`src/sv/vector2d_alu_macros.svh`:
```
// Assertion macros shared by the vector ALU.
`ifndef VECTOR2D_ALU_MACROS_SVH
`define VECTOR2D_ALU_MACROS_SVH

// Assert that prop holds on every clock edge outside reset.
`define V2A_ASSERT(label, prop, msg) \
  label: assert property (@(posedge clk_i) disable iff (!rst_ni) (prop)) else $error(msg);

// Assert that cons holds in the clock cycle after ante.
`define V2A_ASSERT_NEXT(label, ante, cons, msg) \
  label: assert property (@(posedge clk_i) disable iff (!rst_ni) (ante) |=> (cons)) \
    else $error(msg);

`endif

```
`src/sv/v2a_pkg.sv`:
```
// Package with widths, mode codes, pipeline word and CORDIC tables of the vector ALU.
package v2a_pkg;

  localparam int CoordW  = 16;
  localparam int FracBits = 16;
  localparam int VecW    = CoordW + 1;
  localparam int ScalarW = 2 * CoordW + 1;
  localparam int AngleW  = FracBits + 8;
  localparam int MagW    = CoordW + FracBits;
  localparam int Zq      = 32;
  localparam int Iters   = 40;
  localparam int SqW     = 2 * CoordW + 1;
  localparam int RemW    = MagW + 3;
  localparam int Stages  = (Iters > MagW) ? Iters : MagW;
  localparam int StageW  = $clog2(Stages + 1);
  localparam logic [63:0] DegPerRadQ = 64'd246083499208;

  localparam logic [2:0] ModeAdd   = 3'd0;
  localparam logic [2:0] ModeSub   = 3'd1;
  localparam logic [2:0] ModeDot   = 3'd2;
  localparam logic [2:0] ModeCross = 3'd3;
  localparam logic [2:0] ModeAngle = 3'd4;
  localparam logic [2:0] ModeMag   = 3'd5;

  // One item in flight along the cell chain.
  typedef struct packed {
    logic [2:0]         mode;
    logic [VecW-1:0]    vec_x;
    logic [VecW-1:0]    vec_y;
    logic [ScalarW-1:0] scalar;
    logic               undef;
    logic signed [63:0] cx;
    logic signed [63:0] cy;
    logic signed [63:0] cz;
    logic [SqW-1:0]     sq;
    logic [MagW-1:0]    root;
    logic [RemW-1:0]    rem;
  } item_t;

  function automatic logic [63:0] atan_step(input logic [StageW-1:0] i);
    logic [63:0] r;
    unique case (i)
      StageW'(0):  r = 64'd193273528320;
      StageW'(1):  r = 64'd114096026022;
      StageW'(2):  r = 64'd60285206654;
      StageW'(3):  r = 64'd30601712202;
      StageW'(4):  r = 64'd15360239180;
      StageW'(5):  r = 64'd7687607525;
      StageW'(6):  r = 64'd3844741810;
      StageW'(7):  r = 64'd1922488224;
      StageW'(8):  r = 64'd961258780;
      StageW'(9):  r = 64'd480631223;
      StageW'(10): r = 64'd240315841;
      StageW'(11): r = 64'd120157949;
      StageW'(12): r = 64'd60078978;
      default:     r = (DegPerRadQ + (64'd1 << (i - StageW'(1)))) >> i;
    endcase
    return r;
  endfunction

endpackage

```
`src/sv/v2a_cell.sv`:
```
// One chain cell: a CORDIC vectoring step while steps remain and a square-root digit while digits remain.
module v2a_cell (
  input  logic                              clk_i,
  input  logic                              en_i,
  input  logic [v2a_pkg::StageW-1:0]        idx_i,
  input  v2a_pkg::item_t                    item_i,
  output v2a_pkg::item_t                    item_o
);
  v2a_pkg::item_t d;
  logic signed [63:0] dx, dy, t;
  logic [1:0] pair;
  logic [v2a_pkg::RemW-1:0] rem, trial;
  int k, sh;

  always_comb begin
    d = item_i;
    // CORDIC step, only while steps remain.
    if (idx_i < v2a_pkg::StageW'(v2a_pkg::Iters)) begin
      dx = item_i.cy >>> idx_i;
      dy = item_i.cx >>> idx_i;
      t  = signed'(v2a_pkg::atan_step(idx_i));
      if (!item_i.cy[63]) begin
        d.cx = item_i.cx + dx; d.cy = item_i.cy - dy; d.cz = item_i.cz + t;
      end else begin
        d.cx = item_i.cx - dx; d.cy = item_i.cy + dy; d.cz = item_i.cz - t;
      end
    end else begin
      dx = '0; dy = '0; t = '0;
    end
    // Square-root digit k = MagW-1-idx.
    k = v2a_pkg::MagW - 1 - int'(idx_i);
    pair = 2'b00;
    rem = item_i.rem;
    trial = '0;
    sh = 0;
    if (k >= 0) begin
      if (k >= v2a_pkg::FracBits) begin
        sh = 2 * (k - v2a_pkg::FracBits);
        pair = 2'(item_i.sq >> sh);
      end
      rem = {item_i.rem[v2a_pkg::RemW-3:0], pair};
      trial = v2a_pkg::RemW'({item_i.root, 2'b01});
      if (rem >= trial) begin
        d.rem = rem - trial;
        d.root = {item_i.root[v2a_pkg::MagW-2:0], 1'b1};
      end else begin
        d.rem = rem;
        d.root = {item_i.root[v2a_pkg::MagW-2:0], 1'b0};
      end
    end
  end

  always_ff @(posedge clk_i) begin
    if (en_i) item_o <= d;
  end
endmodule
```
`config.mk`:
```
export PLATFORM = sky130hd
export DESIGN_NAME = v2a_cell
export DESIGN_NICKNAME = d
export VERILOG_FILES = /design/src/sv/vector2d_alu_macros.svh /design/src/sv/v2a_pkg.sv /design/src/sv/v2a_cell.sv
export SDC_FILE = /design/constraint.sdc
export NUM_CORES = 2
export LEC_CHECK = 0
export CORE_AREA = 3 3 283 285
export DETAILED_ROUTE_END_ITERATION = 16
export DIE_AREA = 0 0 286 288
export DONT_BUFFER_PORTS = 1
export MAX_ROUTING_LAYER = met4
export PLACE_DENSITY = 0.77
export SLEW_MARGIN = 20
export SYNTH_ARGS = -nofsm -noshare
export SYNTH_HDL_FRONTEND = slang
export SYNTH_SLANG_ARGS = --single-unit
export TNS_END_PERCENT = 5
```
`constraint.sdc`:
```
create_clock -name clk_i -period 9.8 [get_ports clk_i]
set_clock_uncertainty 0.2 [all_clocks]
set_input_delay 0.98 -clock clk_i [delete_from_list [all_inputs] [get_ports clk_i]]
set_output_delay 0.98 -clock clk_i [all_outputs]
set_load 0.005 [all_outputs]
```
Yosys cells after proc, flatten, opt, wreduce, memory -nomap -nowiden. Index checks and enable logic that the tools add are counted.

Input bits: 371. Flip-flop bits (word level): 363.

Shift operators: 5. Muxes and demuxes: 8. Equal/unequal tests: 12. Reduce and logical (&&, ||, !) cells: 1. Order comparisons: 4. Add/sub/neg operators: 11.

Operators with widths (number): one-hot mux 64 bit (13 select lines) (1); two-way mux 192 bit (2); adder 64 bit (3); subtractor 64 bit (3); >>> shifter 64 x 6 -> 64 bit (2); two-way mux 67 bit (1); adder 38 x 64 -> 64 bit (first input constant) (1); two-way mux 64 bit (1); left shift 1 x 6 -> 64 bit (first input constant) (1); right shift 64 x 6 -> 64 bit (1); two-way mux 36 bit (1); greater-or-equal comparator 35 x 34 -> 1 bit (1); subtractor 35 x 34 -> 35 bit (1); right shift 33 x 32 -> 2 bit (1); == test 6 x 4 -> 1 bit (second input constant) (5); == test 6 x 3 -> 1 bit (second input constant) (4); == test 6 x 2 -> 1 bit (second input constant) (2); subtractor 7 x 6 -> 8 bit (second input constant) (1); greater-or-equal comparator 7 x 1 -> 1 bit (second input constant) (1); greater-or-equal comparator 7 x 6 -> 1 bit (second input constant) (1); subtractor 5 x 6 -> 7 bit (first input constant) (1); == test 6 x 1 -> 1 bit (second input constant) (1); logical NOT 6 bit (1); less-than comparator 6 bit (second input constant) (1); 2 further kinds (3).

Logic depth before layout (Yosys ltp).
Word-level depth: 9. Mapped depth: 38. Gate-level depth less buffers: 28.

Least setup slack after synthesis. Ideal clock, no wire load.

Path kind: in2reg. From: input idx_i[4] (netlist bit). To: register item_o[155] (netlist bit) (data pin). Cell stages on the path: 35. Buffers on the path: 9. Slack: 0.801 ns. Data arrival time: 8.532 ns. Path through: clkbuf_1 > inv_1 > clkbuf_1 > buf_1 > clkbuf_1 > buf_1 > clkbuf_1 > ha_1 > clkbuf_1 > a21boi_0 > nor2_1 > o21ai_0 > a21oi_1 > a311oi_1 > nand2_1 > or2_1 > nand2b_1 > nor4_2 > or2_2 > buf_2 > buf_4 > xnor2_1 > ha_1 > a21o_1 > a21o_1 > a21o_1 > a2111oi_0 > nor2_1 > a221o_1 > a211o_1 > a211o_1 > a21oi_1 > o21ai_0 > xnor2_1 > o21ai_0.

RTL lines: start: declaration (RTL line v2a_cell.sv:5) `input logic [v2a_pkg::StageW-1:0] idx_i,`; end signal: assignment (RTL line v2a_cell.sv:54) `if (en_i) item_o <= d;`; end: declaration (RTL line v2a_cell.sv:7) `output v2a_pkg::item_t item_o`.

==> results_dict.tcl <==
set metrics [dict create \
    p_per_area_mw_per_mm2 157 \
    final_nets 4958 \
    cts_max_path_buffers 3 \
    cts_num_sinks 363 \
    coreArea_mm2 0.0776 \
    cp.required_ns 9.90 \
    worst_hold_path_type "input port to register" \
    seq_area_frac_synth 0.266 \
    yosysTopAreaCell "edfxtp_1" \
    gp_congestion 1.07 \
    period_share 0.868 \
    outcome "complete, but fails checks" \
    vias_per_cell 7.10 \
    ys_seq_elements 363 \
    wirelength_um 167000 \
    drc 0 \
    cts_tree "done" \
    pre_cts_slack_ns 1.02 \
    synth_edf_count 363 \
    synth_top_area_share 0.266 \
    worstMarginPinSlew_ns 1.52 \
    fp.dieW_um 286 \
    synth_area_mm2 0.0410 \
    dp_hpwl_um 129000 \
    synthArstFlopShare 0 \
    grt_pass1_wl_um 240000 \
    cts_resized 0 \
    synth_nets 5173 \
    irDropWorstVdd_v 0.000120 \
    layout_common_cells "nand2_1, o21ai_0, edfxtp_1" \
    multi_input_area_mm2 0.0284 \
    synth.distinct_cells 101 \
    layout_min_cycle_time_ns 8.51 \
    post_cts_buffers 0 \
    max_freq_ghz 0.118 \
    setup-tns-final_ns 0 \
    path_class "input port to register" \
    worstPathArrival_ns 8.61 \
    ff_latch_area_mm2 0.0109 \
    slew_headroom -0.0144 \
    drt_first_iter_violations 5212 \
    fillers 7072 \
    io_buffers 0 \
    endpoint_kind "register" \
    synth_area_per_cell_um2 8.97 \
    io_pins 734 \
    final_common_cell "nand2_1" \
    clkTransAtPathRegs_ns 0.07 \
    setup_ws_ns 1.29 \
    die_area_mm2 0.0824 \
    maxCapViolCount 0 \
    grt_antenna_before_repair 19 \
    rows 102 \
    numCtsBuffers 42 \
    setup_viol 0 \
    cts.root.buffer_cell "clkbuf_16" \
    synth_area_leaders "edfxtp_1, mux4_2, ha_1" \
    rsz0062_at_grt "no" \
    die_h_um 288 \
    wire_per_inst_um 30.7 \
    antenna_left 0 \
    grt-ovfl-total 0 \
    synthFlopType "edfxtp_1" \
    largest_reg_flops 363 \
    cp_max_fo 207 \
    area_growth_pct 4.67 \
    track_usage 0.399 \
    reg.largest.list "item_o (363)" \
    start_util 0.528 \
    htreeDepth 2 \
    drtPass1Iterations 8 \
    netlist_instances 4567 \
    violations "max-slew violations" \
    final_layout_size_suffix_gt1_frac 0.114 \
    cp-start-kind "input port" \
    final-hold-violation-count 0 \
    grt_max_degree 364 \
    report.final.slew_viol_count 28 \
    ctsHoldBuffers 0 \
    largest_register "item_o" \
    dr_total_vias 38700 \
    yosys_warnings 0 \
    grt_pass1_vias 35400 \
    leakagePower_nw 16.3 \
]
[final timing paths]
path / start / end / slack, ns / cells past startpoint
max: idx_i[0] / item_o[227] / 1.29 / 24
min: item_i[70] / item_o[70] / 0.26 / 0
[cell families (layout without fill, tap and decap cells)]
| group | count (synthesis) | in the layout | share of synthesized area |
|---|---|---|---|
| compound gates | 1528 | 1528 | 0.238 |
| xor+xnor | 325 | 325 | 0.0695 |
| fa+ha+maj | 235 | 235 | 0.0723 |
| buf+inv | 422 | 241 | 0.0431 |
| flops | 363 | 363 | 0.266 |
| mux | 418 | 418 | 0.167 |
| other cells | 0 | 24 | 0 |
| simple gates | 1276 | 1276 | 0.145 |
[layer usage]
metal  global-route usage  wire (µm)  vias to the layer above
li1                     -          -                    17000
met1                0.485      60200                    18400
met2                0.600      74200                     2649
met3                0.115      21300                      560
met4                0.218      11500                        0
met5                    -          0                        -
[worst max-delay path, stage by stage]
cell and delay (ns):
mux4_2 0.73, mux2_2 0.34, a222oi_1 0.83, mux4_2 0.47, nand4_1 0.18, nor2_2 0.29
and4_1 0.34, and2_1 0.23, a21oi_1 0.11, xnor2_1 0.14, o21ai_0 0.23, ha_1 0.36
and3_1 0.22, a221oi_1 0.29, o21ai_0 0.22, nor4b_1 0.40, o311ai_0 0.45, a41oi_1 0.48
o21bai_1 0.15, a211oi_1 0.37, o21bai_1 0.10, a21oi_1 0.18, xor2_1 0.16, o21ai_1 0.07
[Yosys cell counts (116+ instances only)]
master / instances
xor2_1: 152
clkbuf_1: 194
o21ai_0: 446
a21o_1: 134
inv_1: 116
nand2_1: 521
mux4_2: 202
xnor2_1: 173
ha_1: 232
nor2_1: 309
a21oi_1: 358
edfxtp_1: 363
mux2i_1: 120
[power by group]
part           internal (mW)  switching, mW
Sequential              2.04          0.184
Combinational           1.16           1.69
Clock                  0.962          0.718
[layout make-up]
cell class	count	share of cell area
diodes	24	0.00140
clock buffers	46	0.0249
clock inverters	32	0.00896
inverters	118	0.0105
multi-input cells	3782	0.661
flip-flops and latches	363	0.254
well taps	1040	0.0303
repair buffers	45	0.00846
[through the flow]
stage | instance area (µm²) | instances | total power, mW | util | hold slack, ns
6_report | 42900 | 5450 | 6.76 | 0.553 | 0.258
3_3_place_gp | 41400 | 5348 | 4.99 | 0.533 | 0.879
2_1_floorplan | 41000 | 4567 | 4.31 | - | 0.879
4_1_cts | 42800 | 5426 | 6.71 | 0.552 | 0.229
5_1_grt | 42900 | 5441 | 7.08 | 0.553 | 0.237
3_5_place_dp | 41400 | 5348 | 5.01 | 0.533 | 0.879
(Power assumes the default switching activity.)
